==> config.mk <==
export PLATFORM = sky130hd
export DESIGN_NAME = sbic_front
export DESIGN_NICKNAME = d
export VERILOG_FILES = /design/src/rtl/sbic_pkg.sv /design/src/rtl/sbic_front.sv
export SDC_FILE = /design/constraint.sdc
export NUM_CORES = 1
export LEC_CHECK = 0
export BUFFER_PORTS_ARGS = -buffer_cell sky130_fd_sc_hd__buf_2
export CAP_MARGIN = 20
export CORE_MARGIN = 3
export CORE_UTILIZATION = 56
export DETAILED_ROUTE_END_ITERATION = 16
export GPL_TIMING_DRIVEN = 0
export PLACE_DENSITY_LB_ADDON = 0.3
export SLEW_MARGIN = 5
export SYNTH_ARGS = -nofsm -noshare
export SYNTH_HDL_FRONTEND = slang
export SYNTH_SLANG_ARGS = --single-unit
==> constraint.sdc <==
create_clock -name clk -period 6.2 [get_ports clk]
set_input_delay 0.62 -clock clk [delete_from_list [all_inputs] [get_ports clk]]
set_output_delay 0.62 -clock clk [all_outputs]
set_load 0.01 [all_outputs]
==> src/rtl/sbic_pkg.sv <==
// ----------------------------------------------------------------------------
// sbic_pkg
// Shared types and constants for the stack bytecode integer core.
// ----------------------------------------------------------------------------
package sbic_pkg;

  localparam logic [2:0] ST_OK       = 3'd0;
  localparam logic [2:0] ST_UNDER    = 3'd1;
  localparam logic [2:0] ST_OVER     = 3'd2;
  localparam logic [2:0] ST_DIVZ     = 3'd3;
  localparam logic [2:0] ST_BADLOCAL = 3'd4;
  localparam logic [2:0] ST_UNKNOWN  = 3'd5;

  localparam logic [7:0] OP_NOP     = 8'h00;
  localparam logic [7:0] OP_ACNULL  = 8'h01;
  localparam logic [7:0] OP_BIPUSH  = 8'h10;
  localparam logic [7:0] OP_SIPUSH  = 8'h11;
  localparam logic [7:0] OP_ILOAD   = 8'h15;
  localparam logic [7:0] OP_ALOAD   = 8'h19;
  localparam logic [7:0] OP_ISTORE  = 8'h36;
  localparam logic [7:0] OP_ASTORE  = 8'h3A;
  localparam logic [7:0] OP_IINC    = 8'h84;
  localparam logic [7:0] OP_IADD    = 8'h60;
  localparam logic [7:0] OP_ISUB    = 8'h64;
  localparam logic [7:0] OP_IMUL    = 8'h68;
  localparam logic [7:0] OP_IDIV    = 8'h6C;
  localparam logic [7:0] OP_DUP     = 8'h59;
  localparam logic [7:0] OP_DUPX1   = 8'h5A;
  localparam logic [7:0] OP_DUPX2   = 8'h5B;
  localparam logic [7:0] OP_I2B     = 8'h91;
  localparam logic [7:0] OP_I2C     = 8'h92;
  localparam logic [7:0] OP_IFEQ    = 8'h9F;
  localparam logic [7:0] OP_IFNE    = 8'hA0;
  localparam logic [7:0] OP_IFLT    = 8'hA1;
  localparam logic [7:0] OP_IFGE    = 8'hA2;
  localparam logic [7:0] OP_IFGT    = 8'hA3;
  localparam logic [7:0] OP_IFLE    = 8'hA4;
  localparam logic [7:0] OP_GOTO    = 8'hA7;
  localparam logic [7:0] OP_IRETURN = 8'hAC;
  localparam logic [7:0] OP_ARETURN = 8'hB0;
  localparam logic [7:0] OP_RETURN  = 8'hB1;

  // operation class chosen by the front end
  typedef enum logic [3:0] {
    C_NOP, C_PUSHK, C_LOAD, C_STORE, C_IINC, C_ALU, C_DIV, C_DUP, C_DUPX1,
    C_DUPX2, C_CONV, C_CMP, C_GOTO, C_RETV, C_RET, C_PRELOAD
  } op_class_t;

  // decoded request passed from front to back
  typedef struct packed {
    op_class_t   cls;
    logic [7:0]  opcode;
    logic [31:0] imm;
    logic [7:0]  loc;
    logic        loc_bad;
    logic [1:0]  npop;
    logic [2:0]  npush;
    logic [1:0]  len;
    logic        unknown;
    logic [15:0] off;
  } dec_t;

  typedef enum logic [3:0] {
    S_IDLE, S_RD1, S_RD2, S_RD3, S_LRD, S_EXEC, S_DIV, S_WR, S_OUT
  } state_t;

endpackage

==> src/rtl/sbic_front.sv <==
// ----------------------------------------------------------------------------
// sbic_front
// Accepts requests, decodes them and holds them in a two-entry queue.
// ----------------------------------------------------------------------------
module sbic_front #(
  parameter int LOCAL_COUNT = 64
) (
  input  logic          clk,
  input  logic          rst,
  input  logic          in_valid,
  output logic          in_stall,
  input  logic          kind,
  input  logic [7:0]    opcode,
  input  logic [7:0]    first_byte,
  input  logic [7:0]    second_byte,
  input  logic [7:0]    preload_index,
  input  logic [31:0]   preload_value,
  output logic          q_valid,
  input  logic          q_take,
  output sbic_pkg::dec_t q_data
);
  import sbic_pkg::*;

  dec_t d;
  dec_t q0, q1;
  logic v0, v1;
  logic [15:0] off;

  // decode
  always_comb begin
    off = {first_byte, second_byte};
    d = '0;
    d.opcode = opcode;
    d.off = off;
    d.len = 2'd1;
    d.cls = C_NOP;
    if (kind) begin
      d.cls = C_PRELOAD;
      d.loc = preload_index;
      d.imm = preload_value;
      d.len = 2'd0;
    end else begin
      case (opcode) inside
        OP_NOP: d.cls = C_NOP;
        OP_ACNULL: begin d.cls = C_PUSHK; d.npush = 3'd1; end
        [8'h02:8'h08]: begin
          d.cls = C_PUSHK; d.npush = 3'd1; d.imm = 32'(opcode) - 32'd3;
        end
        OP_BIPUSH: begin
          d.cls = C_PUSHK; d.npush = 3'd1; d.len = 2'd2;
          d.imm = {{24{first_byte[7]}}, first_byte};
        end
        OP_SIPUSH: begin
          d.cls = C_PUSHK; d.npush = 3'd1; d.len = 2'd3;
          d.imm = {{16{off[15]}}, off};
        end
        OP_ILOAD, OP_ALOAD: begin
          d.cls = C_LOAD; d.npush = 3'd1; d.len = 2'd2; d.loc = first_byte;
        end
        OP_ISTORE, OP_ASTORE: begin
          d.cls = C_STORE; d.npop = 2'd1; d.len = 2'd2; d.loc = first_byte;
        end
        [8'h1A:8'h1D]: begin d.cls = C_LOAD; d.npush = 3'd1; d.loc = opcode - 8'h1A; end
        [8'h2A:8'h2D]: begin d.cls = C_LOAD; d.npush = 3'd1; d.loc = opcode - 8'h2A; end
        [8'h3B:8'h3E]: begin d.cls = C_STORE; d.npop = 2'd1; d.loc = opcode - 8'h3B; end
        [8'h4B:8'h4E]: begin d.cls = C_STORE; d.npop = 2'd1; d.loc = opcode - 8'h4B; end
        OP_IINC: begin
          d.cls = C_IINC; d.len = 2'd3; d.loc = first_byte;
          d.imm = {{24{second_byte[7]}}, second_byte};
        end
        OP_IADD, OP_ISUB, OP_IMUL: begin d.cls = C_ALU; d.npop = 2'd2; d.npush = 3'd1; end
        OP_IDIV: begin d.cls = C_DIV; d.npop = 2'd2; d.npush = 3'd1; end
        OP_DUP: begin d.cls = C_DUP; d.npop = 2'd1; d.npush = 3'd2; end
        OP_DUPX1: begin d.cls = C_DUPX1; d.npop = 2'd2; d.npush = 3'd3; end
        OP_DUPX2: begin d.cls = C_DUPX2; d.npop = 2'd3; d.npush = 3'd4; end
        OP_I2B, OP_I2C: begin d.cls = C_CONV; d.npop = 2'd1; d.npush = 3'd1; end
        [OP_IFEQ:OP_IFLE]: begin d.cls = C_CMP; d.npop = 2'd2; d.len = 2'd3; end
        OP_GOTO: begin d.cls = C_GOTO; d.len = 2'd3; end
        OP_IRETURN, OP_ARETURN: begin d.cls = C_RETV; d.npop = 2'd1; end
        OP_RETURN: d.cls = C_RET;
        default: d.unknown = 1'b1;
      endcase
    end
    d.loc_bad = (9'(d.loc) >= 9'(LOCAL_COUNT)) &&
                (d.cls == C_LOAD || d.cls == C_STORE || d.cls == C_IINC ||
                 d.cls == C_PRELOAD);
  end

  assign in_stall = v1;
  assign q_valid  = v0;
  assign q_data   = q0;

  // two-entry queue
  always_ff @(posedge clk) begin
    if (rst) begin
      v0 <= 1'b0;
      v1 <= 1'b0;
    end else begin
      if (q_take) begin
        v0 <= v1 || (in_valid && !in_stall);
        v1 <= 1'b0;
        q0 <= v1 ? q1 : d;
      end else if (in_valid && !in_stall) begin
        if (!v0) begin
          v0 <= 1'b1; q0 <= d;
        end else begin
          v1 <= 1'b1; q1 <= d;
        end
      end
    end
  end
endmodule

## Word-level counts from Yosys, hierarchy flattened

Index checks and enable logic that the tools add are counted.

| operators by class | value |
|---|---|
| add/sub/neg operators | 5 |
| multipliers | 0 |
| div/mod/pow operators | 0 |
| $lt $le $gt $ge | 13 |
| eq/ne operators | 26 |
| shift operators | 0 |
| multiplexer cells | 138 |
| bitwise gates (word level) | 2 |
| reductions and logical operators | 24 |

Operators with widths:

| cell | count |
|---|---|
| 32-bit two-way mux | 12 |
| 77-bit two-way mux | 4 |
| 8-bit two-way mux | 12 |
| 4-bit two-way mux | 23 |
| 2-bit two-way mux | 41 |
| 8-bit by 7-bit == test with 1-bit output, second input constant | 7 |
| 8-bit == test, second input constant | 7 |
| 3-bit two-way mux | 17 |
| 40-bit two-way mux | 1 |
| 8-bit by 5-bit == test with 1-bit output, second input constant | 4 |
| 1-bit two-way mux | 27 |
| 8-bit by 6-bit == test with 1-bit output, second input constant | 2 |
| 8-bit by 6-bit >= comparator with 1-bit output, second input constant | 2 |
| 8-bit by 7-bit >= comparator with 1-bit output, second input constant | 2 |
| 8-bit by 6-bit less-or-equal comparator with 1-bit output, second input constant | 2 |
| 8-bit by 6-bit subtractor with 8-bit output, second input constant | 2 |
| 2-bit OR reduction | 5 |
| 8-bit by 2-bit subtractor with 9-bit output, second input constant | 1 |
| 4-bit by 2-bit == test with 1-bit output, second input constant | 2 |
| 8-bit by 1-bit == test with 1-bit output, second input constant | 1 |
| 8-bit by 2-bit >= comparator with 1-bit output, second input constant | 1 |
| 8-bit by 5-bit >= comparator with 1-bit output, second input constant | 1 |
| 8-bit >= comparator, second input constant | 1 |
| 8-bit by 4-bit less-or-equal comparator with 1-bit output, second input constant | 1 |
| other kinds (19) | 30 |

| storage, ports and cells | value |
|---|---|
| register bits | 156 |
| latch bits | 0 |
| memory bits (writable) | 0 |
| bits in read-only memories | 0 |
| input port bits | 69 |
| word-level logic and storage cells | 230 |
| memories | 0 |

## Longest topological paths before layout

Gate-level depths: netlist of run 1.

| depth | value |
|---|---|
| depth in word-level cells | 32 |
| depth in mapped cells | 11 |
| depth with buffers taken out | 9 |

## Least setup slack after synthesis of run 1

OpenSTA, ideal clock, no wires.

| timing path | value |
|---|---|
| path kind | input to register |
| start point | in in_valid |
| end point | reg q0 (netlist bit q_data[0]) (enable) |
| library setup time | 0.515 ns |
| data arrival time | 4.067 ns |
| required time | 5.685 ns |
| setup slack | 1.617 ns |
| stages on the path | 4 |
| path buffers | 0 |
| cells stage by stage | nand2b_1 -> nor2_1 -> nor2_1 -> nor2_1 |

| on the way | value |
|---|---|
| cells in the longest elaborated chain, start to end | 3 |

Ends and longest elaborated chain:

| item | line | text |
|---|---|---|
| start: declaration | sbic_front.sv:10 | `input logic in_valid,` |
| 1-bit logical AND | sbic_front.sv:103 | `end else if (in_valid && !in_stall) begin` |
| 2-bit nonzero test (no source line) | -- |  |
| 3-bit AND reduction (no source line) | -- |  |
| end signal: assignment | sbic_front.sv:102 | `q0 <= v1 ? q1 : d;` |
| end: declaration | sbic_front.sv:25 | `dec_t q0, q1;` |

No other way between the ends.
A chain may end at the register's enable or synchronous reset.

## Final worst setup path of run 1

| timing path | value |
|---|---|
| start point | in opcode[0] |
| end point | reg q0 (netlist bit q_data[24]) (data pin) |

| on the way | value |
|---|---|
| cells in the longest elaborated chain, start to end | 32 |
| elaborated cells between the ends (all ways) | 98 |

Ends and longest elaborated chain:

| item | line | text |
|---|---|---|
| start: declaration | sbic_front.sv:13 | `input logic [7:0] opcode,` |
| 8-bit == test (no source line) | -- |  |
| 2-bit OR reduction or 4-bit two-way mux (tied branches) | sbic_front.sv:43 | `case (opcode) inside` |
| 4-bit two-way mux (21 in a row) | sbic_front.sv:43 |  |
| 4-bit two-way mux | sbic_front.sv:37 | `if (kind) begin` |
| 4-bit by 2-bit == test with 1-bit output | sbic_front.sv:85 | `(d.cls == C_LOAD \|\| d.cls == C_STORE \|\| d.cls == C_IINC \|\|` |
| 1-bit logical OR (3 in a row) | sbic_front.sv:85 |  |
| 1-bit logical AND (*) | sbic_front.sv:84 | `d.loc_bad = (9'(d.loc) >= 9'(LOCAL_COUNT)) &&` |
| 77-bit two-way mux | sbic_front.sv:104 | `if (!v0) begin` |
| 77-bit two-way mux | sbic_front.sv:103 |  |
| 77-bit two-way mux (*) | sbic_front.sv:99 | `if (q_take) begin` |

Every way passes the cells marked *; elsewhere a longest branch is shown, timed or not. The select of a mux whose other input is x is not followed.

==> metrics.md, run 1 <==
| Metric | Value |
|---|---|
| Mux cell area share after synthesis | `0.0713` |
| Post-synthesis compound-gate area fraction | `0.127` |
| Cell Pwr Density | `278 mW/mm^2` |
| Busiest grt layer | `met2` |
| Critical path's top delay family | `compound AO/OA/AOI/OAI gates` |
| Initial antenna violation count | `0` |
| Final Setup Violations | `0` |
| Post-synth EDFFs | `154` |
| Num CTS Buffers | `17` |
| Fill count | `between 800 and 900` |
| Die area | `between 0.01 and 0.015 mm^2` |
| Number of global-route vias before repair | `~5800` |
| Post-Syn Area | `around 0.0076 mm^2` |
| DR vias | `a little under 6000` |
| Iteration-0 DRC count of the detailed router | `583` |
| Remaining global-route overflow | `0` |
| Via density | `about 6.1` |
| Max-slew violations | `0` |
| M1 GR Usage | `0.365` |
| Synth top area cells | `edfxtp_1 (61%), mux2_2 (6.7%), nand2_1 (5.8%)` |
| Crit path cell chain | `buf_2 -> inv_1 -> ha_1 -> clkbuf_1 -> or2_2 -> a31oi_1 -> a21boi_1 -> nand2_1 -> a211oi_1 -> nor2_1 -> a41oi_1` |
| I/O Buffers | `approximately 150` |
| Syn-to-layout area delta | `22.3%` |
| Floorplan die height | `around 120 um` |
| Share of cells above drive strength 1 | `0.324` |
| Total Wirelength | `approximately 21 mm` |
| Synth async-reset ratio | `0` |
| Num Clock Sinks | `between 150 and 200` |
| Latest clock arrival within the worst-skew pair | `roughly 430 ps` |
| Synth warnings | `0` |
| Post-cts sizing count | `0` |
| FF+latch count, synth | `about 160` |
| Post-synth top flop | `edfxtp_1` |
| CTS tree | `yes` |
| Max incr delay on CP | `640 ps` |
| Core ar. | `0.0129 mm^2` |
| Post-synth top area share | `0.609` |
| Synth cell types | `between 70 and 80` |
| Average size of a mapped cell | `approximately 12 um^2` |
| H-tree levels | `4` |
| Routed Antenna Nets | `0` |
| Nets | `~870` |
| Worst path arrival time | `between 3000 and 4000 ps` |
| Post-synth top cells | `edfxtp_1 (154), nand2_1 (118), mux2_2 (45), a21oi_1 (30), o21ai_0 (28)` |
| Synth Area in XOR/XNOR | `0.00461` |
| Boundary Pins | `148` |
| P_leak | `a little under 4 nW` |
| Post-Synth Simple-Gate Area | `0.138` |
| Worst path required time | `~6500 ps` |
| Hold Buf Count CTS | `0` |
| Clk slew on worst S/H paths | `60 ps` |
| Synth area leader | `edfxtp_1` |
| Total GRT Usage | `0.282` |
| RSZ-0062 raised after global routing | `false` |
| First-pass GRT wire length | `31.9 mm` |
| Peak Freq | `roughly 280 MHz` |
| Max-Cap Viols | `0` |
| CP bufs+invs | `3` |
| Post-Place Cell Area | `0.00868 mm^2` |
| CP startpoint kind | `primary input` |
| Synth Instances | `623` |
| Initial Util | `0.587` |
| Crit-path max FO | `10` |
| Worst Tran Pin Value | `between 700 and 800 ps` |
| Status | `finished, final reports clean` |
| Peak VDD IR | `around 140 uV` |
| Die width | `122 um` |
| DRT Pass-1 Iters | `5` |
| Syn nets | `700` |
| Most common cell in the synthesized netlist | `edfxtp_1` |
| Fin crit period | `3550 ps` |
| Crit-path slowest cell | `a21boi_1` |
| Worst Skew | `around 6.4 ps` |
| GR Util met3 | `0.0659` |
| Sequential area share after synthesis | `0.614` |
| WL per Instance | `between 20 and 25 um` |
| Adder-cell share of the synthesized area | `0.0132` |
| Dpl hpwl | `15.1 mm` |
| Post-CTS Repair Setup Buffers | `0` |
| Largest net degree at the start of global routing | `33` |
| DRC | `0` |
| Post-Layout Inst Area | `between 0.009 and 0.01 mm^2` |
| CTS max path bufs | `2` |
| Hold Vio Cnt, Final | `0` |
| Final Core Density | `0.718` |
| Max-slew headroom | `0.521` |
| CTS Root Cell | `clkbuf_16` |
| Crit Path Class | `in2reg` |
| Gp weighted congestion | `0.914` |
| Num rows | `slightly above 40` |
| GR Util met2 | `0.468` |
| CP Capture Type | `flip-flop` |
| HP Class | `in2reg` |
| Tcrit/Tclk final | `0.572` |
| Main combinational cell family by area after synthesis | `simple AND/OR/NAND/NOR gates` |
[metal layers]
layer  vias to the layer above  routed length [um]
li1                       2671                   -
met1                      2897                8340
met2                       334               10400
met3                        44                1640
met4                         0                 471
met5                         -                   0
[flip-flops by register name (all words and copies together), names as in the netlist]
name	count
q1	77
q_valid	1
q_data	77
in_stall	1
[cells by family (layout without fill, tap and decap cells)]
logic type | count (synthesis) | in the layout
XOR/XNOR | 4 | 4
flip-flops | 156 | 156
AO/OA/AOI/OAI | 141 | 141
other | 0 | 1
multiplexers | 48 | 48
AND/OR/NAND/NOR | 214 | 214
buffers and inverters | 52 | 234
adder cells (fa/ha/maj) | 8 | 8
[per-stage QoR]
stage                     TNS, ps  hold slack [ps]  cells  power [mW]  setup slack, ps
final                           0              382    978        2.58             2650
after global routing            0              379    977        2.65             2480
after CTS                       0              378    977        2.58             2790
after detailed placement        0              495    947        1.52             2360
after global placement      -4610              489    942        1.51            -68.1
after floorplan                 0              484    623        1.40             1620
[area by class of cell]
class | instances | area, um^2 | area share
antenna | 1 | 2.50 | 0.000269
inverter | 10 | 37.5 | 0.00404
sequential | 156 | 4660 | 0.502
timing repair buffer | 152 | 858 | 0.0924
buffer | 42 | 204 | 0.0220
tap | 172 | 215 | 0.0232
clock inverter | 12 | 171 | 0.0185
clock buffer | 18 | 429 | 0.0462
multi-input combinational | 415 | 2700 | 0.291
[final timing paths]
check / slack (ps) / end / start / cells past startpoint
worst max register to register: 4030 / q_data[75]$_DFFE_PP_ / in_stall$_SDFFE_PP0P_ / 7
worst max-delay path: 2650 / q_data[24]$_DFFE_PP_ / opcode[0] / 11
worst min-delay path: 380 / q1[71]$_DFFE_PP_ / opcode[6] / 1
worst min register to register: 510 / q_data[13]$_DFFE_PP_ / q1[13]$_DFFE_PP_ / 2
[layout by cell type, fill, tap and decap left out, types with 3 or more instances in the layout]
master,synthesis,routed
nor3b_1,4,4
a21o_1,22,22
and3_1,5,5
nor2b_1,7,7
a21oi_1,30,30
clkbuf_1,26,27
clkbuf_16,0,17
buf_16,0,3
nand4_1,3,3
o31ai_1,5,5
and3b_1,3,3
or2_2,5,5
o221ai_1,5,5
nand2_1,118,118
bufinv_16,0,4
nor2_1,19,17
o21ai_1,3,3
xor2_1,3,3
mux2_2,45,45
nand3_1,11,11
a32o_1,3,3
inv_1,10,10
a31oi_1,5,5
o21bai_1,3,3
and2_1,5,5
edfxtp_1,154,154
ha_1,8,8
buf_2,10,157
a211oi_1,3,3
o21ai_0,28,28
o21a_1,3,3
nor3_1,9,9
a32oi_1,3,3
nand2b_1,6,6
[power breakdown]
group	switching (mW)	internal (mW)	total [mW]
combinational	0.169	0.112	0.281
clock	0.409	0.666	1.08
sequential	0.0107	1.21	1.22
No activity file was read; power rests on OpenSTA's default activity.
==> run 2, diff against run 1 <==
- CORE_UTILIZATION: 56 -> 50
- clock period: 6.2 -> 3.1 ns (I/O delays scaled with it)
==> run 2 against run 1 <==
Sequential share of layout area is 0.14 points higher. First-iteration DRC count down 20%. Highest routed layer unchanged. Register-to-register slack worse by 3200 ps. Final cell count grew 1.2%.
==> metrics.md, run 2 (synthesized netlist as in run 1, its figures left out) <==
| Metric | Value |
|---|---|
| Critical path's top delay family | `simple AND/OR/NAND/NOR gates` |
| CTS max path bufs | `2 (unchanged)` |
| NetSw | `1.19 mW (+100%)` |
| Routed Antenna Nets | `0 (unchanged)` |
| Iteration-0 DRC count of the detailed router | `469 (-20%)` |
| Fin crit period | `a little under 3000 ps` |
| Share of cells above drive strength 1 | `0.329 (+0.00456)` |
| Clock share of power | `0.404 (-0.013)` |
| Max-Cap Viols | `0 (unchanged)` |
| Flop pwr share | `0.486 (+0.012)` |
| RSZ-0062 raised after global routing | `true` |
| Num rows | `44 (+7.3%)` |
| Peak Freq | `approximately 340 MHz` |
| Number of global-route vias before repair | `5763 (-0.62%)` |
| DR vias | `5811 (-2.3%)` |
| WHS Path Cells | `1 (unchanged)` |
| Min-delay src | `opcode[3]` |
| Initial antenna violation count | `0 (unchanged)` |
| Crit Path Class | `in2reg` |
| Dpl hpwl | `15.1 mm (+0.50%)` |
| DRT Pass-1 Iters | `5 (unchanged)` |
| Crit-path slowest cell | `or4_1` |
| Busiest grt layer | `met2` |
| Nets | `870 (-0.11%)` |
| Stages on worst setup path | `12 (+1)` |
| Hold Vio Cnt, Final | `0 (unchanged)` |
| Post-Place Cell Area | `0.00866 mm^2 (-0.32%)` |
| WL per Instance | `21.3 um (about the same)` |
| Hold slack | `76.5 ps (-305 ps)` |
| Core ar. | `0.0147 mm^2 (+14%)` |
| Reg-to-reg startpoint | `in_stall$_SDFFE_PP0P_` |
| CP startpoint | `opcode[2]` |
| GR Util met2 | `0.420 (-0.0484)` |
| Worst Tran Pin Value | `743 ps (+26.5 ps)` |
| Tcrit/Tclk final | `0.962` |
| CP bufs+invs | `4 (+1)` |
| Total Wirelength | `21.1 mm (+1.2%)` |
| Net Sw Frac | `0.238 (+0.00926)` |
| Latest clock arrival within the worst-skew pair | `420 ps (about the same)` |
| Die area | `0.0167 mm^2 (+11%)` |
| Largest net degree at the start of global routing | `33 (unchanged)` |
| Syn-to-layout area delta | `21.9%` |
| Peak VDD IR | `333 uV (+130%)` |
| Worst Reg-to-Reg Cells | `4 (-3)` |
| Logic pwr share | `0.110 (about the same)` |
| CTS Root Cell | `clkbuf_16` |
| Clk slew on worst S/H paths | `60 ps (about the same)` |
| Num CTS Buffers | `17 (unchanged)` |
| # diodes | `0 (-1)` |
| DRC | `0 (unchanged)` |
| M1 GR Usage | `0.341 (-0.0238)` |
| CP startpoint kind | `primary input` |
| Cell Pwr Density | `543 mW/mm^2 (+96%)` |
| Most frequent cells in the layout | `buf_2 (157), edfxtp_1 (154), nand2_1 (118)` |
| GR Util met3 | `0.0445 (-0.0214)` |
| Via density | `5.87 (-3.5%)` |
| HP Class | `in2reg` |
| Max-slew headroom | `0.505 (-0.0166)` |
| Floorplan die height | `129 um (+5.5%)` |
| CP Capture Type | `flip-flop` |
| Max-slew violations | `0 (unchanged)` |
| Gp weighted congestion | `0.890 (-2.6%)` |
| Worst path required time | `3340 ps (-3130 ps)` |
| I/O Buffers | `147 (unchanged)` |
| CTS tree | `yes` |
| Worst Skew | `8.63 ps (+2.24 ps)` |
| First-pass GRT wire length | `31.9 mm (about the same)` |
| Die width | `129 um (+5.5%)` |
| Remaining global-route overflow | `0 (unchanged)` |
| Initial Util | `0.517 (-0.0708)` |
| Total GRT Usage | `0.254 (-0.0284)` |
| Post-Layout Inst Area | `0.00926 mm^2 (-0.28%)` |
| Num Clock Sinks | `156 (unchanged)` |
| Boundary Pins | `148 (unchanged)` |
| H-tree levels | `4 (unchanged)` |
| Worst path arrival time | `3230 ps (-590 ps)` |
| Commonest non-fill, non-tap cell in the layout | `buf_2` |
| Cell Int Power | `3.84 mW (+93%)` |
| Final Setup Violations | `0 (unchanged)` |
| Crit-path max FO | `10 (unchanged)` |
| Crit path cell chain | `buf_2 -> buf_6 -> inv_1 -> ha_1 -> nor2b_1 -> or4_1 -> nand2_1 -> buf_2 -> nand2_1 -> a21oi_1 -> o21ai_0 -> a41oi_1` |
| Max incr delay on CP | `480 ps (-160 ps)` |
| Status | `finished, final reports clean` |
| P_leak | `3.83 nW (-0.65%)` |
## run 2: changes by cell type in the layout (fill, tap and decap cells not counted), sizes merged
cell      before  now
clkinv         6    4
bufinv         4    2
diode          1    0
inv           11   14
buf          168  167
clkbuf        44   46
clkinvlp       1    2
## run 2: power groups by stage
stage                     Clock [mW]  Combinational (mW)  Sequential, mW
final                           2.03               0.553            2.44
after global routing            2.14               0.602            2.45
after CTS                       2.05               0.551            2.45
after detailed placement           0               0.546            2.49
after global placement             0               0.526            2.49
after floorplan                    0               0.270            2.53
## run 2: routing by layer
layer / vias to the layer above / part of all wire
met5: - / 0
met4: 0 / 0.022
met3: 36 / 0.063
met2: 251 / 0.49
met1: 2853 / 0.42
li1: 2671 / -
## run 2: timing repair
item / in CTS / in global routing
hold buffers: 0 / 0
hold endpoints to repair: 0 / 0
setup buffers: 0 / 0
cloned: 0 / 0
setup endpoints to repair: 5 / 29
resized for setup: 1 / 6
## run 2: per-stage QoR
| step | util | cells | setup WS, ps | power (mW) | setup TNS [ps] |
|---|---|---|---|---|---|
| floorplan | - | 623 | 12.0 | 2.80 | 0 |
| global placement | 0.583 | 954 | -970 | 3.02 | -156500 |
| detailed placement | 0.589 | 958 | -434 | 3.04 | -11980 |
| CTS | 0.629 | 990 | 27.8 | 5.05 | 0 |
| global route | 0.630 | 990 | -36.4 | 5.19 | -44.9 |
| finish | 0.630 | 990 | 117 | 5.03 | 0 |
## run 2: cell type report
class | count | area, um^2
fillers | 1146 | 5440
plain buffers | 42 | 204
multi-input cells | 415 | 2730
clock inverters | 12 | 138
flip-flops and latches | 156 | 4660
well taps | 184 | 230
inverters | 10 | 37.5
repair buffers | 151 | 816
clock buffers | 20 | 437
## run 2: path summary, 6_finish.rpt
check        slack (ps)                   end
max                 120  q_data[24]$_DFFE_PP_
min reg2reg         510  q_data[15]$_DFFE_PP_
min                  80      q1[68]$_DFFE_PP_
max reg2reg         870  q_data[32]$_DFFE_PP_
## run 2: worst register-to-register path, stage by stage, from the launching register on
cell	delay [ps]
dfxtp_1	340
nand2_1	260
buf_1	530
clkbuf_1	630
a31oi_1	180
==> run 3, diff against run 2 <==
- CORE_UTILIZATION: 50 -> 35
==> run 3 against run 2 <==
Power decreased by 2.7%. Clock power decreased by 6%. Final area increased by 0.69%. Final cell count increased by 9.1%. Clock skew decreased by 0.62 ps. Critical path depth unchanged. Critical endpoint is now q_data[23]$_DFFE_PP_. Largest power group unchanged.
==> metrics.md, run 3 (synthesized netlist as in run 1, its figures left out) <==
| Metric | Value |
|---|---|
| Syn-to-layout area delta | `22.8%` |
| Die area | `0.0235 mm^2 (+41%)` |
| Floorplan die height | `153 um (+19%)` |
| Worst Tran Pin Value | `735 ps (-8.14 ps)` |
| Cell Pwr Density | `525 mW/mm^2 (-3.4%)` |
| CP bufs+invs | `4 (unchanged)` |
| Placed instance count | `1049 (+9.5%)` |
| Gp weighted congestion | `0.913 (+2.5%)` |
| Worst Skew | `8.01 ps (-0.618 ps)` |
| H-tree levels | `4 (unchanged)` |
| Flop pwr share | `0.500 (+0.014)` |
| Crit path cell chain | `buf_2 -> buf_6 -> inv_1 -> ha_1 -> nor2b_1 -> or4_1 -> nand2_1 -> buf_2 -> nand2_1 -> nor3_1 -> a21boi_0 -> mux2_2` |
| DRT Pass-1 Iters | `5 (unchanged)` |
| # diodes | `0 (unchanged)` |
| Iteration-0 DRC count of the detailed router | `440 (-6.2%)` |
| Critical path's top delay family | `simple AND/OR/NAND/NOR gates` |
| Final Setup Violations | `0 (unchanged)` |
| P_leak | `3.81 nW (-0.56%)` |
| Largest net degree at the start of global routing | `32 (-3.0%)` |
| Tcrit/Tclk final | `0.944 (-0.0180)` |
| Core ar. | `0.0212 mm^2 (+44%)` |
| Finished Layout Cells | `1080 (+9.1%)` |
| CP startpoint kind | `primary input` |
| Crit-path max FO | `10 (unchanged)` |
| Max-Cap Viols | `0 (unchanged)` |
| First-pass GRT wire length | `31.9 mm (about the same)` |
| Worst path arrival time | `3210 ps (-20 ps)` |
| TNS Setup | `0 ps (unchanged)` |
| Via density | `5.20 (-11%)` |
| Most frequent cells in the layout | `buf_2 (157), edfxtp_1 (154), nand2_1 (118)` |
| Crit Path Class | `in2reg` |
| Nets | `870 (unchanged)` |
| Dpl hpwl | `14.9 mm (-1.4%)` |
| NetSw | `1.16 mW (-3.0%)` |
| Logic pwr share | `0.112 (+0.002)` |
| Total GRT Usage | `0.173 (-0.0804)` |
| Commonest non-fill, non-tap cell in the layout | `buf_2` |
| Net Sw Frac | `0.237 (-0.000596)` |
| Remaining global-route overflow | `0 (unchanged)` |
| Clock share of power | `0.389 (-0.015)` |
| CTS tree | `yes` |
| Initial Util | `0.359 (-0.158)` |
| Crit-path slowest cell | `or4_1` |
| CTS Root Cell | `clkbuf_16` |
| Max-slew violations | `0 (unchanged)` |
| Routed Antenna Nets | `0 (unchanged)` |
| Boundary Pins | `148 (unchanged)` |
| Latest clock arrival within the worst-skew pair | `420 ps (about the same)` |
| Share of cells above drive strength 1 | `0.327 (-0.00208)` |
| Number of global-route vias before repair | `5506 (-4.5%)` |
| Cell Int Power | `3.73 mW (-2.7%)` |
| Die width | `153 um (+19%)` |
| RSZ-0062 raised after global routing | `false` |
| DR vias | `5613 (-3.4%)` |
| Fin crit period | `2930 ps (-55.9 ps)` |
| Hold Vio Cnt, Final | `0 (unchanged)` |
| Initial antenna violation count | `1 (+1)` |
| Tot Pwr | `4.89 mW (-2.7%)` |
| Status | `finished, final reports clean` |
| Hold Buf Count CTS | `0 (unchanged)` |
| Clk slew on worst S/H paths | `60 ps (about the same)` |
| I/O Buffers | `147 (unchanged)` |
| Peak Freq | `342 MHz (+1.9%)` |
| Max incr delay on CP | `480 ps (about the same)` |
| Final Core Density | `0.441 (-0.189)` |
| Worst path required time | `3390 ps (+50 ps)` |
| HP Class | `in2reg` |
| Num CTS Buffers | `17 (unchanged)` |
| Num Clock Sinks | `156 (unchanged)` |
| WL per Instance | `19.0 um (-11%)` |
| CP Capture Type | `flip-flop` |
| Max-slew headroom | `0.509 (+0.00426)` |
| Peak VDD IR | `286 uV (-14%)` |
| CTS max path bufs | `2 (unchanged)` |
| DRC | `0 (unchanged)` |
| Total Wirelength | `20.6 mm (-2.6%)` |
| Num rows | `53 (+20%)` |
| Hold slack | `89.6 ps (+13.1 ps)` |
==> run 3: worst paths after layout <==
check	startpoint	to	slack (ps)	cells past startpoint
max reg2reg	in_stall$_SDFFE_PP0P_	q_data[31]$_DFFE_PP_	900	4
min reg2reg	q1[7]$_DFFE_PP_	q_data[7]$_DFFE_PP_	510	2
max	opcode[2]	q_data[23]$_DFFE_PP_	170	12
min	opcode[3]	q1[68]$_DFFE_PP_	90	1
==> run 3: layer usage <==
layer	routed length (um)	up-vias	track usage
met2	10000	199	0.288
met3	1210	29	0.0371
li1	-	2671	-
met1	8930	2712	0.230
met4	357	2	0.0505
met5	13	-	0
==> run 3: repair_timing <==
| item | CTS | global route |
|---|---|---|
| endpoints found under the setup margin | 0 | 26 |
| buffers inserted | 0 | 0 |
| gates resized for setup | 0 | 4 |
==> run 3: area by class of cell <==
| type | instances | area [um^2] |
|---|---|---|
| repair buffers | 151 | 816 |
| multi-input cells | 415 | 2730 |
| clock inverters | 12 | 100 |
| plain buffers | 42 | 204 |
| clock buffers | 19 | 433 |
| well taps | 275 | 344 |
| inverters | 10 | 37.5 |
| fillers | 1958 | 11800 |
| flip-flops and latches | 156 | 4660 |
==> run 3: through the flow <==
stage	cell area [um^2]	setup slack (ps)
after floorplan	7600	12.0
after global placement	8680	-1110
after global routing	9320	13.6
after CTS	9300	1.43
after detailed placement	8770	-437
final	9320	173
==> run 3: worst reg2reg max path, cell delays in order, from the launching register on <==
cell and delay [ps]:
dfxtp_1 340, nand2_1 260, buf_1 510, clkbuf_1 610
a21oi_1 180
==> run 3: power groups by stage <==
stage / Clock (mW) / Combinational (mW) / Sequential, mW
global route: 2.03 / 0.600 / 2.45
CTS: 1.94 / 0.548 / 2.45
floorplan: 0 / 0.270 / 2.53
global placement: 0 / 0.531 / 2.50
finish: 1.90 / 0.547 / 2.44
detailed placement: 0 / 0.545 / 2.49
